File: config.mk
export PLATFORM = sky130hd
export DESIGN_NAME = d8sd_back
export DESIGN_NICKNAME = d
export VERILOG_FILES = /design/src/d8sd_pkg.sv /design/src/d8sd_back.sv
export SDC_FILE = /design/constraint.sdc
export NUM_CORES = 1
export LEC_CHECK = 0
export BUFFER_PORTS_ARGS = -buffer_cell sky130_fd_sc_hd__buf_2
export CAP_MARGIN = 25
export CORE_ASPECT_RATIO = 0.9
export CORE_MARGIN = 4
export CORE_UTILIZATION = 55
export DETAILED_ROUTE_END_ITERATION = 6
export HOLD_SLACK_MARGIN = 0.1
export PLACE_DENSITY = 0.76
export SLEW_MARGIN = 20
export SYNTH_ARGS = -nofsm -noshare
export SYNTH_HDL_FRONTEND = slang
export SYNTH_SLANG_ARGS = --single-unit
File: constraint.sdc
create_clock -name clock -period 10.66 [get_ports clock]
set_clock_uncertainty 0.15 [all_clocks]
set_input_delay 1.066 -clock clock [delete_from_list [all_inputs] [get_ports clock]]
set_output_delay 1.066 -clock clock [all_outputs]
set_load 0.02 [all_outputs]
File: src/d8sd_pkg.sv
// Shared types, constants and helper functions of the D8 flow direction core.
package d8sd_pkg;

   localparam int ELEV_BITS = 32;
   localparam int COL_BITS = 10;
   localparam int ROW_BITS = 12;
   localparam int WIDTH_BITS = 11;
   localparam int HEIGHT_BITS = 13;
   localparam int MAX_COLUMNS = 1024;
   localparam int MAX_ROWS = 4096;
   localparam int MIN_SIDE = 5;
   localparam int CSR_INDEX_BITS = 2;
   localparam int CSR_DATA_BITS = 13;
   localparam int QUEUE_DEPTH = 16;
   localparam int QUEUE_PTR_BITS = 4;
   localparam int QUEUE_CNT_BITS = 5;
   localparam int DIAG_BITS = 16;
   localparam int DIAG_NUM = 46341;
   localparam int SLOT_BITS = 4;
   localparam int NUM_NEIGHBOURS = 8;
   localparam int WINDOW_CELLS = 9;
   localparam int CENTRE_SLOT = 4;

   // Window slot of each neighbour, in the order W, NW, N, NE, E, SE, S, SW.
   localparam logic [SLOT_BITS-1:0] NEIGHBOUR_SLOT [NUM_NEIGHBOURS] =
      '{4'd3, 4'd0, 4'd1, 4'd2, 4'd5, 4'd8, 4'd7, 4'd6};

   typedef enum logic [CSR_INDEX_BITS-1:0] {
      CSR_GRID_COLUMNS = 2'd0,
      CSR_GRID_ROWS    = 2'd1
   } csr_index_type;

   typedef enum logic [3:0] {
      DIR_W    = 4'd0,
      DIR_NW   = 4'd1,
      DIR_N    = 4'd2,
      DIR_NE   = 4'd3,
      DIR_E    = 4'd4,
      DIR_SE   = 4'd5,
      DIR_S    = 4'd6,
      DIR_SW   = 4'd7,
      DIR_NONE = 4'd8
   } dir_type;

   typedef struct packed {
      logic [WIDTH_BITS-1:0]  columns;
      logic [HEIGHT_BITS-1:0] rows;
      logic                   restart;
   } cfg_type;

   typedef struct packed {
      logic [COL_BITS-1:0] col;
      logic [ROW_BITS-1:0] row;
      dir_type             dir;
      logic                frame_end;
   } job_type;

   typedef struct packed {
      logic has_data;
      logic full;
   } queue_status_type;

   function automatic logic [WIDTH_BITS-1:0] clamp_columns(input logic [WIDTH_BITS-1:0] raw);
      if (raw < WIDTH_BITS'(MIN_SIDE)) begin
         return WIDTH_BITS'(MIN_SIDE);
      end else if (raw > WIDTH_BITS'(MAX_COLUMNS)) begin
         return WIDTH_BITS'(MAX_COLUMNS);
      end
      return raw;
   endfunction

   function automatic logic [HEIGHT_BITS-1:0] clamp_rows(input logic [HEIGHT_BITS-1:0] raw);
      if (raw < HEIGHT_BITS'(MIN_SIDE)) begin
         return HEIGHT_BITS'(MIN_SIDE);
      end else if (raw > HEIGHT_BITS'(MAX_ROWS)) begin
         return HEIGHT_BITS'(MAX_ROWS);
      end
      return raw;
   endfunction

   function automatic logic cell_inner(input logic [COL_BITS-1:0]    col,
                                       input logic [HEIGHT_BITS-1:0] row,
                                       input logic [WIDTH_BITS-1:0]  w,
                                       input logic [HEIGHT_BITS-1:0] h);
      logic [WIDTH_BITS:0]  col3;
      logic [HEIGHT_BITS:0] row3;
      col3 = (WIDTH_BITS+1)'(col) + (WIDTH_BITS+1)'(3);
      row3 = (HEIGHT_BITS+1)'(row) + (HEIGHT_BITS+1)'(3);
      return (col >= COL_BITS'(2)) && (col3 <= (WIDTH_BITS+1)'(w)) &&
             (row >= HEIGHT_BITS'(2)) && (row3 <= (HEIGHT_BITS+1)'(h));
   endfunction

   // A cell may be reported once it lies on the grid and, if interior, its
   // whole neighbourhood has arrived with the input at column x, row y.
   function automatic logic cell_emittable(input logic [COL_BITS-1:0]    col,
                                           input logic [HEIGHT_BITS-1:0] row,
                                           input logic [COL_BITS-1:0]    x,
                                           input logic [ROW_BITS-1:0]    y,
                                           input logic [WIDTH_BITS-1:0]  w,
                                           input logic [HEIGHT_BITS-1:0] h);
      logic [HEIGHT_BITS:0] row1;
      logic [HEIGHT_BITS:0] yy;
      logic [WIDTH_BITS-1:0] col1;
      logic [WIDTH_BITS-1:0] xx;
      logic                  ready;
      row1 = (HEIGHT_BITS+1)'(row) + (HEIGHT_BITS+1)'(1);
      yy = (HEIGHT_BITS+1)'(y);
      col1 = WIDTH_BITS'(col) + WIDTH_BITS'(1);
      xx = WIDTH_BITS'(x);
      ready = (yy > row1) || ((yy == row1) && (xx >= col1));
      return (row < h) && (!cell_inner(col, row, w, h) || ready);
   endfunction

   function automatic logic [ELEV_BITS-1:0] diag_slope(input logic [ELEV_BITS-1:0] mag);
      logic [ELEV_BITS+DIAG_BITS-1:0] prod;
      logic [DIAG_BITS-1:0]           k;
      k = DIAG_BITS'(DIAG_NUM);
      prod = (ELEV_BITS+DIAG_BITS)'(mag) * (ELEV_BITS+DIAG_BITS)'(k);
      return prod[ELEV_BITS+DIAG_BITS-1:DIAG_BITS];
   endfunction

endpackage

File: src/d8sd_back.sv
// Back end: walks the report position and issues results into the output register.
module d8sd_back (
   input  logic                                 clock,
   input  logic                                 reset,
   input  d8sd_pkg::cfg_type                    cfg,
   input  d8sd_pkg::job_type                    head,
   input  logic                                 head_valid,
   output logic                                 queue_pop,
   output logic                                 rsp_empty,
   input  logic                                 rsp_pop,
   output logic [d8sd_pkg::COL_BITS-1:0]        rsp_cell_column,
   output logic [d8sd_pkg::ROW_BITS-1:0]        rsp_cell_row,
   output logic [3:0]                           rsp_direction,
   output logic                                 rsp_last_of_run,
   output logic                                 rsp_frame_done
);
   import d8sd_pkg::*;

   logic [COL_BITS-1:0]    rep_col_ff, rep_col_in;
   logic [HEIGHT_BITS-1:0] rep_row_ff, rep_row_in;
   logic [1:0]             run_ff, run_in;
   logic                   out_valid_ff;
   logic [COL_BITS-1:0]    out_col_ff;
   logic [ROW_BITS-1:0]    out_row_ff;
   dir_type                out_dir_ff;
   logic                   out_last_ff;
   logic                   out_done_ff;

   logic                   slot_free, step, emit_now, emit_next, last_run, finish, wrap;
   logic [WIDTH_BITS-1:0]  col_plus;
   logic [COL_BITS-1:0]    next_col;
   logic [HEIGHT_BITS-1:0] next_row;

   assign slot_free = !out_valid_ff || rsp_pop;
   assign step = head_valid && slot_free;

   assign col_plus = WIDTH_BITS'(rep_col_ff) + WIDTH_BITS'(1);
   assign wrap = (col_plus >= cfg.columns);
   assign next_col = wrap ? '0 : col_plus[COL_BITS-1:0];
   assign next_row = wrap ? rep_row_ff + HEIGHT_BITS'(1) : rep_row_ff;

   assign emit_now = cell_emittable(rep_col_ff, rep_row_ff, head.col, head.row,
                                    cfg.columns, cfg.rows);
   assign emit_next = cell_emittable(next_col, next_row, head.col, head.row,
                                     cfg.columns, cfg.rows);
   assign last_run = (run_ff == 2'd3) || !emit_next;
   assign finish = !emit_now || last_run;
   assign queue_pop = step && finish;

   always_comb begin
      rep_col_in = rep_col_ff;
      rep_row_in = rep_row_ff;
      run_in = run_ff;
      if (cfg.restart) begin
         rep_col_in = '0;
         rep_row_in = '0;
         run_in = '0;
      end else if (step) begin
         if (finish) begin
            run_in = '0;
         end else begin
            run_in = run_ff + 2'd1;
         end
         if (finish && head.frame_end) begin
            rep_col_in = '0;
            rep_row_in = '0;
         end else if (emit_now) begin
            rep_col_in = next_col;
            rep_row_in = next_row;
         end
      end
   end

   always_ff @(posedge clock) begin
      if (reset) begin
         rep_col_ff <= '0;
         rep_row_ff <= '0;
         run_ff <= '0;
         out_valid_ff <= 1'b0;
      end else begin
         rep_col_ff <= rep_col_in;
         rep_row_ff <= rep_row_in;
         run_ff <= run_in;
         if (step && emit_now) begin
            out_valid_ff <= 1'b1;
         end else if (rsp_pop) begin
            out_valid_ff <= 1'b0;
         end
      end
   end

   always_ff @(posedge clock) begin
      if (step && emit_now) begin
         out_col_ff <= rep_col_ff;
         out_row_ff <= rep_row_ff[ROW_BITS-1:0];
         out_dir_ff <= cell_inner(rep_col_ff, rep_row_ff, cfg.columns, cfg.rows) ?
                       head.dir : DIR_NONE;
         out_last_ff <= last_run;
         out_done_ff <= (next_row >= cfg.rows);
      end
   end

   assign rsp_empty = !out_valid_ff;
   assign rsp_cell_column = out_col_ff;
   assign rsp_cell_row = out_row_ff;
   assign rsp_direction = out_dir_ff;
   assign rsp_last_of_run = out_last_ff;
   assign rsp_frame_done = out_done_ff;

endmodule

## After elaboration in Yosys (flattened, before gate mapping)

Index checks and enable logic that the tools add are counted.

- Register bits after elaboration: 54
- Output and inout port bits: 30

- $add $sub $neg: 10
- $lt $le $gt $ge: 16
- Equal/unequal tests: 3
- Muxes and demuxes: 9
- Reductions and logical operators: 30

Operators by type and width:

| kind | count |
|---|---|
| 2-to-1 mux 13 bit | 3 |
| 2-to-1 mux 10 bit | 3 |
| adder 13 x 1 -> 14 bit, second input constant | 2 |
| adder 13 x 2 -> 14 bit, second input constant | 2 |
| == test 12 x 14 -> 1 bit | 2 |
| greater-than comparator 12 x 14 -> 1 bit | 2 |
| less-or-equal comparator 14 x 13 -> 1 bit | 2 |
| >= comparator 13 x 2 -> 1 bit, second input constant | 2 |
| < comparator 13 bit | 2 |
| adder 10 x 1 -> 11 bit, second input constant | 2 |
| adder 10 x 2 -> 11 bit, second input constant | 2 |
| >= comparator 10 x 11 -> 1 bit | 2 |
| less-or-equal comparator 11 bit | 2 |
| >= comparator 10 x 2 -> 1 bit, second input constant | 2 |
| logical AND 1 bit | 14 |
| adder 13 x 1 -> 13 bit, second input constant | 1 |
| >= comparator 13 bit | 1 |
| >= comparator 11 bit | 1 |
| logical OR 1 bit | 7 |
| zero test 1 bit | 5 |
| nonzero test 2 bit | 2 |
| adder 2 x 1 -> 2 bit, second input constant | 1 |
| == test 2 bit, second input constant | 1 |
| 2-to-1 mux 1 bit | 2 |
| other kinds (3) | 3 |

## Logic depth before layout (Yosys ltp)

- Depth in word-level cells: 17
- Depth in mapped cells: 34

## Worst setup path before layout

Ideal clock, no wire load.

- Path kind: reg2out
- Start point: register rep_col_ff[0]
- End point: output queue_pop
- Data arrival time: 6245 ps
- Slack: 3199 ps
- Cell stages (with the launch flop): 31
- Buffers on the path: 3
- Cells stage by stage: dfxtp_1 ha_1 nand3_1 nor2_1 xor2_1 ha_1 a211oi_2 nor2_1 a211o_1 buf_6 nor2_1 clkbuf_1 buf_1 nand2_1 ha_1 nor3_1 nand2_1 nor2_1 xnor2_1 nor2_1 ha_1 a21o_1 a21oi_1 nand2_1 o21ai_0 a21oi_1 or4_1 a311oi_1 o22a_2 nor2_1 nor2_1

- Cells in the longest elaborated chain, start to end: 15
- Elaborated cells on any way between the ends: 41
- Those cells by class: add/sub (6); order compare (11); eq/ne (1); mux (2); reduce/logical (21)

RTL lines:

| element | RTL line | text |
|---|---|---|
| start: declaration | d8sd_back.sv:19 | `logic [COL_BITS-1:0] rep_col_ff, rep_col_in;` |
| start signal: assignment | d8sd_back.sv:81 | `rep_col_ff <= rep_col_in;` |
| adder 10 x 1 -> 11 bit * | d8sd_back.sv:37 | `assign col_plus = WIDTH_BITS'(rep_col_ff) + WIDTH_BITS'(1);` |
| >= comparator 11 bit | d8sd_back.sv:38 | `assign wrap = (col_plus >= cfg.columns);` |
| 2-to-1 mux 10 bit | d8sd_back.sv:39 | `assign next_col = wrap ? '0 : col_plus[COL_BITS-1:0];` |
| adder 10 x 2 -> 11 bit | d8sd_pkg.sv:87 | `col3 = (WIDTH_BITS+1)'(col) + (WIDTH_BITS+1)'(3);` |
| less-or-equal comparator 11 bit | d8sd_pkg.sv:89 | `return (col >= COL_BITS'(2)) && (col3 <= (WIDTH_BITS+1)'(w)) &&` |
| logical AND 1 bit (2 in series) | d8sd_pkg.sv:89 |  |
| logical AND 1 bit | d8sd_pkg.sv:90 | `(row >= HEIGHT_BITS'(2)) && (row3 <= (HEIGHT_BITS+1)'(h));` |
| zero test 1 bit | d8sd_pkg.sv:111 | `return (row < h) && (!cell_inner(col, row, w, h) \|\| ready);` |
| logical OR 1 bit | d8sd_pkg.sv:111 |  |
| logical AND 1 bit * | d8sd_pkg.sv:111 |  |
| zero test 1 bit * | d8sd_back.sv:46 | `assign last_run = (run_ff == 2'd3) \|\| !emit_next;` |
| logical OR 1 bit * | d8sd_back.sv:46 |  |
| via last_run | d8sd_back.sv:29 | `logic slot_free, step, emit_now, emit_next, last_run, finish, wrap;` |
| logical OR 1 bit * | d8sd_back.sv:47 | `assign finish = !emit_now \|\| last_run;` |
| logical AND 1 bit * | d8sd_back.sv:48 | `assign queue_pop = step && finish;` |
| end: declaration | d8sd_back.sv:8 | `output logic queue_pop,` |

The timed path passes the listed nets; every way through them passes the cells marked *.

## Worst setup path in the final report

Ends and elaborated chain as after synthesis.

==> run metrics <==
count leader, synth=ha_1; R2R Path End=rep_row_ff[5]; Initial Util=56.34%; predominant post-synthesis flop cell=edfxtp_1; Lkg Pwr=3.545 nW; total detailed-routing wirelength=21.35 mm; DIE HEIGHT=116.4 um; post_cts resized=0; fin crit period=8300 ps; Rows=39; HPWL Detailed=17.08 mm; pin count of the biggest net entering global routing=29; worst rel slew slack=31.21%; vias=6856; CTS Buf Count=5; Final ANT Viol Nets=0; Final Util=61.69%; GP Congestion=1.017; fin crit share=77.86%; final hold vios=0; sequential area share after synthesis=18.97%; Worst EP arrival=7080 ps; Commonest cells post-synth=ha_1 (141), nor2_1 (67), inv_1 (66), nand2_1 (56), xnor2_1 (56); Power per Cell Area=62.17 nW/um^2; CTS hold repair buffers=0; Die W=128.4 um; CP endpoint kind=output port; CTS max path bufs=2; setup violators final=0; core area=12740 sq um; number of global-route vias before repair=6052; Synth Net Count=1062; min-delay worst type=flop to flop; Slew @ Worst Pin=1032 ps; nets=1128; max-cap violation count=0; outcome=finished clean; clk slew on worst S/H paths=70 ps; fin area=7856 sq um; post-route setup TNS=0 ps; Fin Hold WS=329.8 ps; #FFs+latches synth=54; DRC Markers=0; htree depth=2; hold path depth=2; most area-consuming cells after synthesis=ha_1 (25%), edfxtp_1 (12%), dfxtp_1 (7.3%); P&R area growth vs syn=9.486%; Netlist cell types=76; RSZ-0062 raised after global routing=false; initial antenna violation count=0; startpoint types=flop; Slew Limit Fails=0; WHS Endpoint=run_ff[1]; Worst-Skew Late Latency=300 ps; RR Startpoint=rep_col_ff[0]; DRT Pass-1 Iters=5; fmax=120.5 MHz; VDD IR max=0.00005685 V; WS Path Type=flop to output port; Root Buffer=clkbuf_16; EDFF count, synth=28; diode count=0; Worst Setup Slack, final=2360 ps; Die Area=14940 sq um; IO Port Bufs=85; wire per inst=19.48 um; min-delay src=run_ff[1]; Post-Syn Area=7176 sq um; Worst R2R Path Depth=25; DR vias/cell=6.255; Mapped Avg Cell Area=8.296 sq um; pre-CTS setup slack=2772 ps; synthesized instance count=865; first-pass GRT wire length=33.29 mm; initial drt markers=1078; total gr overflow=0; fill count=1173; Synth top area share=24.59%; WP data required=9440 ps; CTS tree=built; Syn. warnings=0; Post-CTS Setup Repair Bufs=0; cell type with the largest total area after synthesis=ha_1; Post-synth ARST share=0%; R2R setup slack=3220 ps; CTS Sinks=54; ratio of cells with drive above 1 in the final layout=13.84%; Tot GR Track Use=28.27%; critical path peak fanout=11; I/O pin count=86; Placed Area=7687 sq um
state kept, by name, summed over array words and instances (netlist names):
register	count
run_ff	2
rsp_direction	4
out_valid_ff	1
rsp_last_of_run	1
rsp_cell_row	12
rsp_frame_done	1
rep_row_ff	13
rep_col_ff	10
rsp_cell_column	10
stage by stage:
step,std cells,power (mW)
3_5_place_dp,1086,0.3272
6_report,1096,0.4884
3_3_place_gp,1085,0.3250
4_1_cts,1094,0.4877
5_1_grt,1096,0.5116
2_1_floorplan,865,0.2921
area by class of cell:
| type | instances | area (sq um) | area share, % |
|---|---|---|---|
| inverter | 68 | 255.2 | 3.249 |
| sequential | 54 | 1361 | 17.33 |
| tap | 164 | 205.2 | 2.612 |
| clock inverter | 3 | 23.77 | 0.3026 |
| clock buffer | 5 | 125.1 | 1.593 |
| multi-input combinational | 707 | 5380 | 68.48 |
| timing repair buffer | 95 | 505.5 | 6.434 |
critical path, cell delays in order (launching register included):
cell and delay (ps):
dfxtp_1 540, ha_1 280, nand3_1 270, nor2_1 210
xor2_1 460, ha_1 260, nand4_2 190, nor2_1 300
a211o_1 390, nor2_1 100, buf_4 200, o21ai_0 500
inv_1 100, ha_1 260, nor2_1 230, nand2_1 120
nor2_1 140, xnor2_1 140, ha_1 260, a21o_1 170
a211oi_1 230, a21oi_1 120, or4_1 410, a311oi_1 260
o22a_2 290, nor2_1 60, nor2_1 80, buf_2 170
metal layers:
layer | vias to the layer above | routed length (um) | global-route usage [%] | share of wire, %
met5 | - | 0 | 0 | 0
met4 | 0 | 540 | 7.850 | 2.5
met3 | 59 | 2291 | 4.024 | 11
met2 | 415 | 8317 | 38.84 | 39
met1 | 3072 | 10200 | 45.15 | 48
li1 | 3310 | - | - | -
worst max path at each step:
stage / from / slack, ps / depth (start not counted) / endpoint
6_report: rep_col_ff[0] / 2360 / 27 / queue_pop
5_1_grt: rep_col_ff[0] / 1680 / 27 / queue_pop
4_1_cts: rep_col_ff[0] / 2440 / 27 / queue_pop
3_5_place_dp: rep_col_ff[0] / 2770 / 27 / queue_pop
3_3_place_gp: rep_col_ff[0] / 3080 / 29 / queue_pop
2_1_floorplan: rep_col_ff[0] / 3200 / 30 / queue_pop
layout by cell type (no fill, tap or decap), types with 28 or more instances in the layout:
cell      instances
a21oi_1          49
ha_1            141
o21ai_0          29
nand2_1          56
edfxtp_1         28
nor2_1           67
nor3_1           32
buf_2            86
inv_1            66
xnor2_1          56
report_power, final:
part	switching (mW)	internal (mW)	leakage [nW]	total (mW)
sequential	0.00206	0.224	0.488	0.226
combinational	0.0595	0.0387	2.99	0.0982
clock	0.0764	0.0880	0.0664	0.164
total	0.138	0.350	3.55	0.488
cells by family (layout without fill, tap and decap cells):
kind of cell | after synthesis | count (layout) | share of synthesized area [%]
AND/OR/NAND/NOR | 284 | 284 | 20.14
AO/OA/AOI/OAI | 200 | 200 | 19.86
adder cells (fa/ha/maj) | 141 | 141 | 24.59
buffers and inverters | 104 | 171 | 6.051
XOR/XNOR | 79 | 79 | 9.956
flip-flops | 54 | 54 | 18.97
multiplexers | 3 | 3 | 0.4359
Note: power is estimated with default switching activity, not from simulation.
