**config.mk**
```make
export PLATFORM = sky130hd
export DESIGN_NAME = d8sd_queue
export DESIGN_NICKNAME = d
export VERILOG_FILES = /design/src/d8sd_pkg.sv /design/src/d8sd_queue.sv
export SDC_FILE = /design/constraint.sdc
export NUM_CORES = 1
export LEC_CHECK = 0
export BUFFER_PORTS_ARGS = -buffer_cell sky130_fd_sc_hd__buf_2
export CAP_MARGIN = 20
export CELL_PAD_IN_SITES_DETAIL_PLACEMENT = 0
export CELL_PAD_IN_SITES_GLOBAL_PLACEMENT = 2
export CORE_MARGIN = 10
export CORE_UTILIZATION = 50
export CTS_BUF_LIST = sky130_fd_sc_hd__clkbuf_4 sky130_fd_sc_hd__clkbuf_8
export CTS_CLUSTER_SIZE = 8
export DETAILED_ROUTE_END_ITERATION = 10
export PLACE_DENSITY_LB_ADDON = 0.1
export SKIP_LAST_GASP = 1
export SLEW_MARGIN = 15
export SYNTH_ARGS = -nofsm -noshare
export SYNTH_HDL_FRONTEND = slang
export SYNTH_SLANG_ARGS = --single-unit
```
**constraint.sdc**
```tcl
create_clock -name clock -period 2.4 [get_ports clock]
set_input_delay 0.48 -clock clock [delete_from_list [all_inputs] [get_ports clock]]
set_output_delay 0.48 -clock clock [all_outputs]
set_load 0.02 [all_outputs]
```
**src/d8sd_pkg.sv**
```systemverilog
// Shared types, constants and helper functions of the D8 flow direction core.
package d8sd_pkg;

   localparam int ELEV_BITS = 32;
   localparam int COL_BITS = 10;
   localparam int ROW_BITS = 12;
   localparam int WIDTH_BITS = 11;
   localparam int HEIGHT_BITS = 13;
   localparam int MAX_COLUMNS = 1024;
   localparam int MAX_ROWS = 4096;
   localparam int MIN_SIDE = 5;
   localparam int CSR_INDEX_BITS = 2;
   localparam int CSR_DATA_BITS = 13;
   localparam int QUEUE_DEPTH = 16;
   localparam int QUEUE_PTR_BITS = 4;
   localparam int QUEUE_CNT_BITS = 5;
   localparam int DIAG_BITS = 16;
   localparam int DIAG_NUM = 46341;
   localparam int SLOT_BITS = 4;
   localparam int NUM_NEIGHBOURS = 8;
   localparam int WINDOW_CELLS = 9;
   localparam int CENTRE_SLOT = 4;

   // Window slot of each neighbour, in the order W, NW, N, NE, E, SE, S, SW.
   localparam logic [SLOT_BITS-1:0] NEIGHBOUR_SLOT [NUM_NEIGHBOURS] =
      '{4'd3, 4'd0, 4'd1, 4'd2, 4'd5, 4'd8, 4'd7, 4'd6};

   typedef enum logic [CSR_INDEX_BITS-1:0] {
      CSR_GRID_COLUMNS = 2'd0,
      CSR_GRID_ROWS    = 2'd1
   } csr_index_type;

   typedef enum logic [3:0] {
      DIR_W    = 4'd0,
      DIR_NW   = 4'd1,
      DIR_N    = 4'd2,
      DIR_NE   = 4'd3,
      DIR_E    = 4'd4,
      DIR_SE   = 4'd5,
      DIR_S    = 4'd6,
      DIR_SW   = 4'd7,
      DIR_NONE = 4'd8
   } dir_type;

   typedef struct packed {
      logic [WIDTH_BITS-1:0]  columns;
      logic [HEIGHT_BITS-1:0] rows;
      logic                   restart;
   } cfg_type;

   typedef struct packed {
      logic [COL_BITS-1:0] col;
      logic [ROW_BITS-1:0] row;
      dir_type             dir;
      logic                frame_end;
   } job_type;

   typedef struct packed {
      logic has_data;
      logic full;
   } queue_status_type;

   function automatic logic [WIDTH_BITS-1:0] clamp_columns(input logic [WIDTH_BITS-1:0] raw);
      if (raw < WIDTH_BITS'(MIN_SIDE)) begin
         return WIDTH_BITS'(MIN_SIDE);
      end else if (raw > WIDTH_BITS'(MAX_COLUMNS)) begin
         return WIDTH_BITS'(MAX_COLUMNS);
      end
      return raw;
   endfunction

   function automatic logic [HEIGHT_BITS-1:0] clamp_rows(input logic [HEIGHT_BITS-1:0] raw);
      if (raw < HEIGHT_BITS'(MIN_SIDE)) begin
         return HEIGHT_BITS'(MIN_SIDE);
      end else if (raw > HEIGHT_BITS'(MAX_ROWS)) begin
         return HEIGHT_BITS'(MAX_ROWS);
      end
      return raw;
   endfunction

   function automatic logic cell_inner(input logic [COL_BITS-1:0]    col,
                                       input logic [HEIGHT_BITS-1:0] row,
                                       input logic [WIDTH_BITS-1:0]  w,
                                       input logic [HEIGHT_BITS-1:0] h);
      logic [WIDTH_BITS:0]  col3;
      logic [HEIGHT_BITS:0] row3;
      col3 = (WIDTH_BITS+1)'(col) + (WIDTH_BITS+1)'(3);
      row3 = (HEIGHT_BITS+1)'(row) + (HEIGHT_BITS+1)'(3);
      return (col >= COL_BITS'(2)) && (col3 <= (WIDTH_BITS+1)'(w)) &&
             (row >= HEIGHT_BITS'(2)) && (row3 <= (HEIGHT_BITS+1)'(h));
   endfunction

   // A cell may be reported once it lies on the grid and, if interior, its
   // whole neighbourhood has arrived with the input at column x, row y.
   function automatic logic cell_emittable(input logic [COL_BITS-1:0]    col,
                                           input logic [HEIGHT_BITS-1:0] row,
                                           input logic [COL_BITS-1:0]    x,
                                           input logic [ROW_BITS-1:0]    y,
                                           input logic [WIDTH_BITS-1:0]  w,
                                           input logic [HEIGHT_BITS-1:0] h);
      logic [HEIGHT_BITS:0] row1;
      logic [HEIGHT_BITS:0] yy;
      logic [WIDTH_BITS-1:0] col1;
      logic [WIDTH_BITS-1:0] xx;
      logic                  ready;
      row1 = (HEIGHT_BITS+1)'(row) + (HEIGHT_BITS+1)'(1);
      yy = (HEIGHT_BITS+1)'(y);
      col1 = WIDTH_BITS'(col) + WIDTH_BITS'(1);
      xx = WIDTH_BITS'(x);
      ready = (yy > row1) || ((yy == row1) && (xx >= col1));
      return (row < h) && (!cell_inner(col, row, w, h) || ready);
   endfunction

   function automatic logic [ELEV_BITS-1:0] diag_slope(input logic [ELEV_BITS-1:0] mag);
      logic [ELEV_BITS+DIAG_BITS-1:0] prod;
      logic [DIAG_BITS-1:0]           k;
      k = DIAG_BITS'(DIAG_NUM);
      prod = (ELEV_BITS+DIAG_BITS)'(mag) * (ELEV_BITS+DIAG_BITS)'(k);
      return prod[ELEV_BITS+DIAG_BITS-1:DIAG_BITS];
   endfunction

endpackage

```
**src/d8sd_queue.sv**
```systemverilog
// Short queue that decouples the slope pipeline from the result sequencer.
module d8sd_queue (
   input  logic                       clock,
   input  logic                       reset,
   input  logic                       push,
   input  d8sd_pkg::job_type          push_data,
   input  logic                       pop,
   output d8sd_pkg::job_type          head,
   output d8sd_pkg::queue_status_type status
);
   import d8sd_pkg::*;

   job_type                   store_ff [QUEUE_DEPTH];
   logic [QUEUE_PTR_BITS-1:0] wr_ptr_ff;
   logic [QUEUE_PTR_BITS-1:0] rd_ptr_ff;
   logic [QUEUE_CNT_BITS-1:0] count_ff;

   always_ff @(posedge clock) begin
      if (reset) begin
         wr_ptr_ff <= '0;
         rd_ptr_ff <= '0;
         count_ff <= '0;
      end else begin
         if (push) begin
            wr_ptr_ff <= wr_ptr_ff + QUEUE_PTR_BITS'(1);
         end
         if (pop) begin
            rd_ptr_ff <= rd_ptr_ff + QUEUE_PTR_BITS'(1);
         end
         count_ff <= count_ff + QUEUE_CNT_BITS'(push) - QUEUE_CNT_BITS'(pop);
      end
   end

   always_ff @(posedge clock) begin
      if (push) begin
         store_ff[wr_ptr_ff] <= push_data;
      end
   end

   assign head = store_ff[rd_ptr_ff];
   assign status.has_data = (count_ff != '0);
   assign status.full = (count_ff == QUEUE_CNT_BITS'(QUEUE_DEPTH));

endmodule

```
* Word-level counts from Yosys, hierarchy flattened
Memory sizes are Yosys's and may differ from the RTL's. A register that Yosys moved wholly into a read port is not among the register bits. Index checks and enable logic that the tools add are counted.
Word-level totals: bits in registers 13, memories 1, logic and storage cells 14, memory bits (read-only) 0, bits in latches 0, bits in writable memories 432
Memories:
- store_ff | words 16, bits a word 27, read ports 1, clocked after memory_dff 1, write ports 1, RTL line d8sd_queue.sv:13 | job_type store_ff [QUEUE_DEPTH];
Cells by class: bitwise gates (word level) 0, reductions and logical operators 1, multiply operators 0, div/mod/pow operators 0, equal/unequal tests 1, order comparisons 0, shifts and indexed selects 0, mux-type cells 4, add/sub/neg operators 4
Operators with widths (count):
- $add 4x1->4 const B | 2
- $mux 4 | 2
- $add 5x1->5 | 1
- $eq 5x5->1 const B | 1
- $reduce_bool 5->1 | 1
- $sub 5x1->5 | 1
- $mux 1 | 2

* Depth between registers and ports, before layout
Gate-level depths: netlist (run 1).
depth after elaboration 3, depth in mapped cells 10, mapped depth without buffers 10

* Least setup slack after synthesis (run 1)
No wires, ideal clock.
path kind input port to flip-flop, from in push, to mem store_ff[0][0] (netlist bit), enable pin, data required time 2.014 ns, setup time 0.386 ns, data arrival time 1.735 ns, stages 3, path buffers 1, path slack 0.279 ns, cells stage by stage clkbuf_1 > nor3b_1 > and2_1
On the way: word-level cells in the longest chain between the ends 2
Ends and longest elaborated chain:
- from (decl) | RTL line d8sd_queue.sv:5 | input logic push,
- $mux 1 | RTL line d8sd_queue.sv:35 | if (push) begin
- $mux 1 (implied by the code) | RTL line d8sd_queue.sv:36 | store_ff[wr_ptr_ff] <= push_data;
- to (decl) | RTL line d8sd_queue.sv:13
No other way between the ends.

==> key figures, run 1 <==
Pwr
  – Pwr per Cell Area: approximately 820 mW/mm²
  – Register share of total power: a little over half
  – Clock power frac: 37.2%
  – Comb power frac: a little over a tenth
  – Net Switching: 3.73 mW
  – Lkg Pwr: between 6 and 7 nW
  – Maximum vdd drop: 0.443 mV
  – Switching Share: 22.3%
  – Design Power: 16.8 mW
  – P_int: 13.0 mW

Placed design
  – DP Worst Slack: between 0.1 and 0.15 ns
  – Placed cell area: 0.0184 mm²
  – Placed cells: around 1,300
  – IO Port Bufs: 59
  – HPWL Detailed: 19,700 µm
  – Routability cong.: between 0.7 and 0.8

Synthesis
  – EDFF count, synth: 432
  – Synth Area per Inst: 22.6 µm²
  – Post-synthesis cell count: 759
  – Share of synthesized registers carrying an async set or reset: 0%
  – Register area share after synthesis: 77.7%
  – Post-Syn Area: 0.0171 mm²
  – Main synth FF type: edfxtp_1
  – Cell variety after synth: 34
  – Post-Syn Nets: 802
  – Ys Warns: 0
  – Post-synthesis register bit count: 449

CTS
  – H-tree lvl count: 3
  – Clock sinks: roughly 450
  – Worst-path clk slew: 0.06 ns
  – CTS tree: yes
  – Clock Tree Root: clkbuf_8
  – CTS Buf Count: ~70
  – Hold-fix buffers, CTS: 0
  – Worst-Skew Late Latency: ~0.57 ns
  – Max Buffers Root-to-Sink: 3

Layout
  – Post-layout util: 60.5%
  – Fillers: 2,424
  – Final instance area: 0.0204 mm²
  – Layout Cells excl Fill: 1,412
  – Layout area overhead: 18.9%
  – Final net count: 956
  – Share of cells above drive strength 1: 41.4%
  – Most common cell after layout, fill and taps aside: edfxtp_1
  – Most frequent cells in the layout: 432 x edfxtp_1, 108 x mux4_2, 76 x clkbuf_8

Floorplan
  – # rows: 67
  – Initial core utilization: 50.9%
  – Die H: just over 200 µm
  – Die area: 0.0421 mm²
  – Die X: a little over 200 µm
  – I/O Pins: 60
  – Core area: 0.0337 mm²

Worst setup path
  – Cells on worst reg2reg path: 10
  – CP Data Arrival Time: about 2.3 ns
  – CP Cell Sequence: buf_12 > buf_8 > buf_16 > mux4_2 > a22oi_2 > nand2_1 > buf_6
  – CP Buf/Inv Count: 4
  – Largest stage delay on the critical path: ~0.50 ns
  – Reg2reg end: count_ff[4]$_SDFF_PP0_
  – Worst setup path class: flop to output pin
  – Worst Setup End Kind: output pin
  – Crit path launch type: flop
  – Critical R2R Launch: count_ff[0]$_SDFF_PP0_
  – Critical path's top delay family: buffers and inverters
  – Crit path max-delay cell type: mux4_2
  – FF-to-FF setup slack: about 0.5 ns
  – Worst Path Required: 1.92 ns
  – Crit Path Max Fanout: 5

Routing
  – DR WL/cell: 27.0 µm
  – Initial DRT Pass Iterations: 5
  – Drt via density: just under 6
  – 1st-iter DRT viols: between 500 and 600
  – DRT Wirelength: around 38,000 µm
  – # DRC: 0
  – Detailed-route via count: 8,224
  – Remaining antenna violation count: 0

Min path
  – Hold Startpoint: reset
  – Min-delay worst type: input pin to flop
  – Worst Hold End: count_ff[1]$_SDFF_PP0_
  – Hold Path Stages: 2

Timing
  – Final Skew: 0.0205 ns
  – Fmax: around 360 MHz
  – Fin crit share: 115%
  – Hold_ws: 0.242 ns
  – Fin. Hold Viols: 0
  – Setup TNS: -8.43 ns
  – Max-slew violation count: 0
  – Fin worst setup slack: -0.360 ns
  – Final min period: 2.76 ns
  – Worst-Margin Slew: 0.442 ns
  – Setup Viol. Count Final: 27
  – Rel. slew slack: 70.5%
  – RSZ-0062 raised after global routing: true

GRT
  – GRT overflow: 0
  – Vias in the first global route: 8,857
  – Initial antenna violation count: 2
  – Largest net degree at the start of global routing: 40
  – GRT Total Usage: 18.4%
  – Global-route wire length before repair: between 50,000 and 60,000 µm

Run status
  – Status: finished, violations left
  – Failing checks: negative setup slack

Flow run
  – Max-cap violations: 0
metal layers:
| metal | share of wire [%] | up-vias | track usage (%) |
|---|---|---|---|
| li1 | - | 3500 | - |
| met1 | 42 | 4398 | 24.9 |
| met2 | 50 | 267 | 30.3 |
| met3 | 5.9 | 57 | 3.41 |
| met4 | 1.5 | 2 | 4.88 |
| met5 | 0.034 | - | 0 |
cells in the mapped netlist (2+ instances only):
cell type,count,area [µm²]
a22oi_2,20,250
a22oi_1,34,255
nand2_1,30,113
xor2_1,5,43.8
and2_1,17,106
nor3b_1,2,15.0
dfxtp_1,17,340
inv_1,10,37.5
xnor2_1,3,26.3
buf_1,4,15.0
nor2b_1,5,31.3
buf_4,3,22.5
edfxtp_1,432,13000
ha_1,11,138
clkbuf_1,13,48.8
buf_8,2,30.0
mux2i_1,2,20.0
buf_2,12,60.1
mux4_2,108,2430
nand4_1,2,12.5
nor2_1,13,48.8
a21oi_1,2,10.0
layout make-up:
cell class | instances | area, µm² | area share, %
sequential | 449 | 13300 | 65.3
multi-input combinational | 263 | 3740 | 18.4
timing repair buffer | 117 | 1350 | 6.61
clock buffer | 108 | 1290 | 6.31
tap | 448 | 561 | 2.75
clock inverter | 16 | 87.6 | 0.430
inverter | 10 | 37.5 | 0.184
antenna | 1 | 2.50 | 0.0123
what timing repair did:
action / CTS / global route
buffers inserted: 11 / 0
resized for setup: 50 / 34
setup endpoints to repair: 28 / 27
gates cloned: 6 / 2
pin swaps: 16 / 16
power groups by stage:
stage	clock network (mW)	registers, mW	logic [mW]
detailed placement	0	8.95	1.46
global route	6.78	8.79	1.88
floorplan	0	8.93	0.993
global placement	0	8.94	1.43
CTS	6.40	8.79	1.69
finish	6.23	8.79	1.74
worst max path at each step:
stage | start | endpoint | depth (start not counted) | slack, ns
2_1_floorplan | push | store_ff[0][0]$_DFFE_PP_ | 3 | 0.28
3_3_place_gp | flop | head[26] | 5 | 0.09
3_5_place_dp | flop | head[26] | 5 | 0.11
4_1_cts | flop | head[2] | 7 | -0.40
5_1_grt | flop | head[3] | 7 | -0.44
6_report | flop | head[2] | 7 | -0.36
kinds of logic (layout without fill, tap and decap cells):
| group | count (synthesis) | after routing | share of synthesized area, % |
|---|---|---|---|
| flip-flops | 449 | 449 | 77.7 |
| buffers and inverters | 47 | 251 | 1.46 |
| adder cells (fa/ha/maj) | 12 | 12 | 0.920 |
| XOR/XNOR | 8 | 8 | 0.409 |
| other | 0 | 1 | 0 |
| multiplexers | 110 | 110 | 14.3 |
| AO/OA/AOI/OAI | 58 | 58 | 3.09 |
| AND/OR/NAND/NOR | 75 | 75 | 2.16 |
flip-flops by register name (all words and copies together), names as in the netlist, named ones only:
register,flops
store_ff,432
wr_ptr_ff,4
rd_ptr_ff,4
count_ff,5
(Power assumes the default switching activity.)
==> run 2, diff against run 1 <==
SKIP_LAST_GASP = not set   (was 1)
==> run 2 against run 1 <==
Against the previous run: flip-flop and latch count unchanged; highest routed layer unchanged; the flow still finishes with violations (negative setup slack); routed wire length decreased by 0.17%; via count decreased by 0.11%.
==> key figures, run 2 (same netlist as run 1, synthesis figures left out) <==
Run status
  – Status: finished, violations left
  – Failing checks: negative setup slack

Layout
  – Share of cells above drive strength 1: 41.7%
  – Final net count: 956
  – Antenna Cells: 0
  – Layout Cells excl Fill: 1,411
  – Most common cell after layout, fill and taps aside: edfxtp_1
  – Biggest register: store_ff
  – Most frequent cells in the layout: 432 x edfxtp_1, 108 x mux4_2, 76 x clkbuf_8
  – Layout area overhead: 19.0%
  – Largest registers: store_ff: 432 flops, count_ff: 5 flops
  – Max FFs per register: 432

Timing
  – Fin. Hold Viols: 0
  – Setup TNS: -8.35 ns
  – Final Skew: around 0.019 ns
  – Rel. slew slack: between 60 and 70%
  – RSZ-0062 raised after global routing: true
  – Fmax: 364 MHz
  – Worst-Margin Slew: 0.465 ns
  – Fin crit share: 114%
  – Final min period: 2.75 ns
  – Setup Viol. Count Final: 27
  – Fin worst setup slack: -0.348 ns
  – Max-slew violation count: 0

Pwr
  – Maximum vdd drop: roughly 0.44 mV
  – Lkg Pwr: 6.59 nW
  – Pwr per Cell Area: 822 mW/mm²

Floorplan
  – # rows: 67
  – Die X: about 210 µm
  – Die H: 205 µm
  – Initial core utilization: about half
  – Die area: about 0.042 mm²
  – Core area: 0.0337 mm²
  – I/O Pins: 60

Worst setup path
  – Crit path launch type: flop
  – Crit Path Max Fanout: 5
  – Worst setup path class: flop to output pin
  – Critical R2R Launch: count_ff[0]$_SDFF_PP0_
  – CP Data Arrival Time: 2.27 ns
  – Worst Path Required: 1.92 ns
  – Worst Setup End Kind: output pin

Placed design
  – Placed cells: ~1,300
  – DP Worst Slack: 0.105 ns
  – HPWL Detailed: slightly below 20,000 µm
  – IO Port Bufs: 59
  – Routability cong.: slightly above 0.7

CTS
  – Hold-fix buffers, CTS: 0
  – CTS Buf Count: between 70 and 80
  – Max Buffers Root-to-Sink: 3
  – Worst-path clk slew: 0.06 ns
  – Clock Tree Root: clkbuf_8
  – CTS tree: yes
  – Worst-Skew Late Latency: approximately 0.56 ns
  – Clock sinks: 449
  – H-tree lvl count: 3

GRT
  – GRT overflow: 0
  – Largest net degree at the start of global routing: 40
  – Initial antenna violation count: 2
  – GRT Total Usage: 18.4%
  – Global-route wire length before repair: 56,500 µm
  – Vias in the first global route: 8,856

Routing
  – # DRC: 0
  – Drt via density: 5.82
  – Detailed-route via count: 8,215
  – Remaining antenna violation count: 0
  – DR WL/cell: 27.0 µm
  – DRT Wirelength: 38,100 µm
  – 1st-iter DRT viols: 566
  – Initial DRT Pass Iterations: 5

Min path
  – Hold Startpoint: reset
  – Min-delay worst type: input pin to flop

Flow run
  – Max-cap violations: 0
==> run 2: changes by cell type in the layout (fill, tap and decap cells not counted), sizes merged <==
| cell | previous run | this run |
|---|---|---|
| diode | 1 | 0 |
==> run 2: stage by stage <==
step           hold slack [ns]  instance area (µm²)  total power [mW]  util (%)
2_1_floorplan            0.485                17100              9.92         -
3_3_place_gp             0.511                18400              10.4      54.6
3_5_place_dp             0.528                18400              10.4      54.6
4_1_cts                  0.205                20200              16.9      60.0
5_1_grt                  0.231                20400              17.5      60.6
6_report                 0.241                20400              16.8      60.6
==> run 2: worst paths after layout <==
kind / end / slack (ns) / cells after the start
setup reg to reg: count_ff[4]$_SDFF_PP0_ / 0.49 / 10
setup / recovery: head[23] / -0.35 / 7
hold reg to reg: rd_ptr_ff[3]$_SDFFE_PP0P_ / 0.55 / 2
hold / removal: count_ff[1]$_SDFF_PP0_ / 0.24 / 2
==> run 2: power by group <==
| group | total (mW) | internal (mW) | switching, mW | leakage [nW] |
|---|---|---|---|---|
| Clock | 6.23 | 3.42 | 2.81 | 0.733 |
| Combinational | 1.75 | 0.879 | 0.869 | 1.82 |
| Sequential | 8.79 | 8.73 | 0.0623 | 4.04 |
==> run 2: layout make-up <==
cell class | instances | area (µm²)
inverter | 10 | 37.5
clock buffer | 108 | 1290
tap | 448 | 561
sequential | 449 | 13300
timing repair buffer | 117 | 1360
fill | 2424 | 13300
multi-input combinational | 263 | 3760
clock inverter | 16 | 87.6
==> run 2: critical path, cell delays in order (launching register included) <==
cell	delay, ns
dfxtp_4	0.38
buf_12	0.12
buf_12	0.13
buf_16	0.14
mux4_2	0.50
a22oi_2	0.16
nand2_1	0.11
buf_6	0.14
==> run 2: metal layers <==
layer,part of all wire [%],track usage [%],vias to the layer above
met1,42,24.9,4385
met3,5.7,3.41,59
met2,50,30.3,268
met5,0.034,0,-
li1,-,-,3501
met4,1.6,4.88,2
==> run 2: what timing repair did <==
item                                   4_1_cts  5_1_grt
pin swaps                                   17       14
setup buffers                               11        0
endpoints found under the hold margin        0        0
setup endpoints to repair                   28       27
cloned                                       6        2
gates resized for setup                     55       34
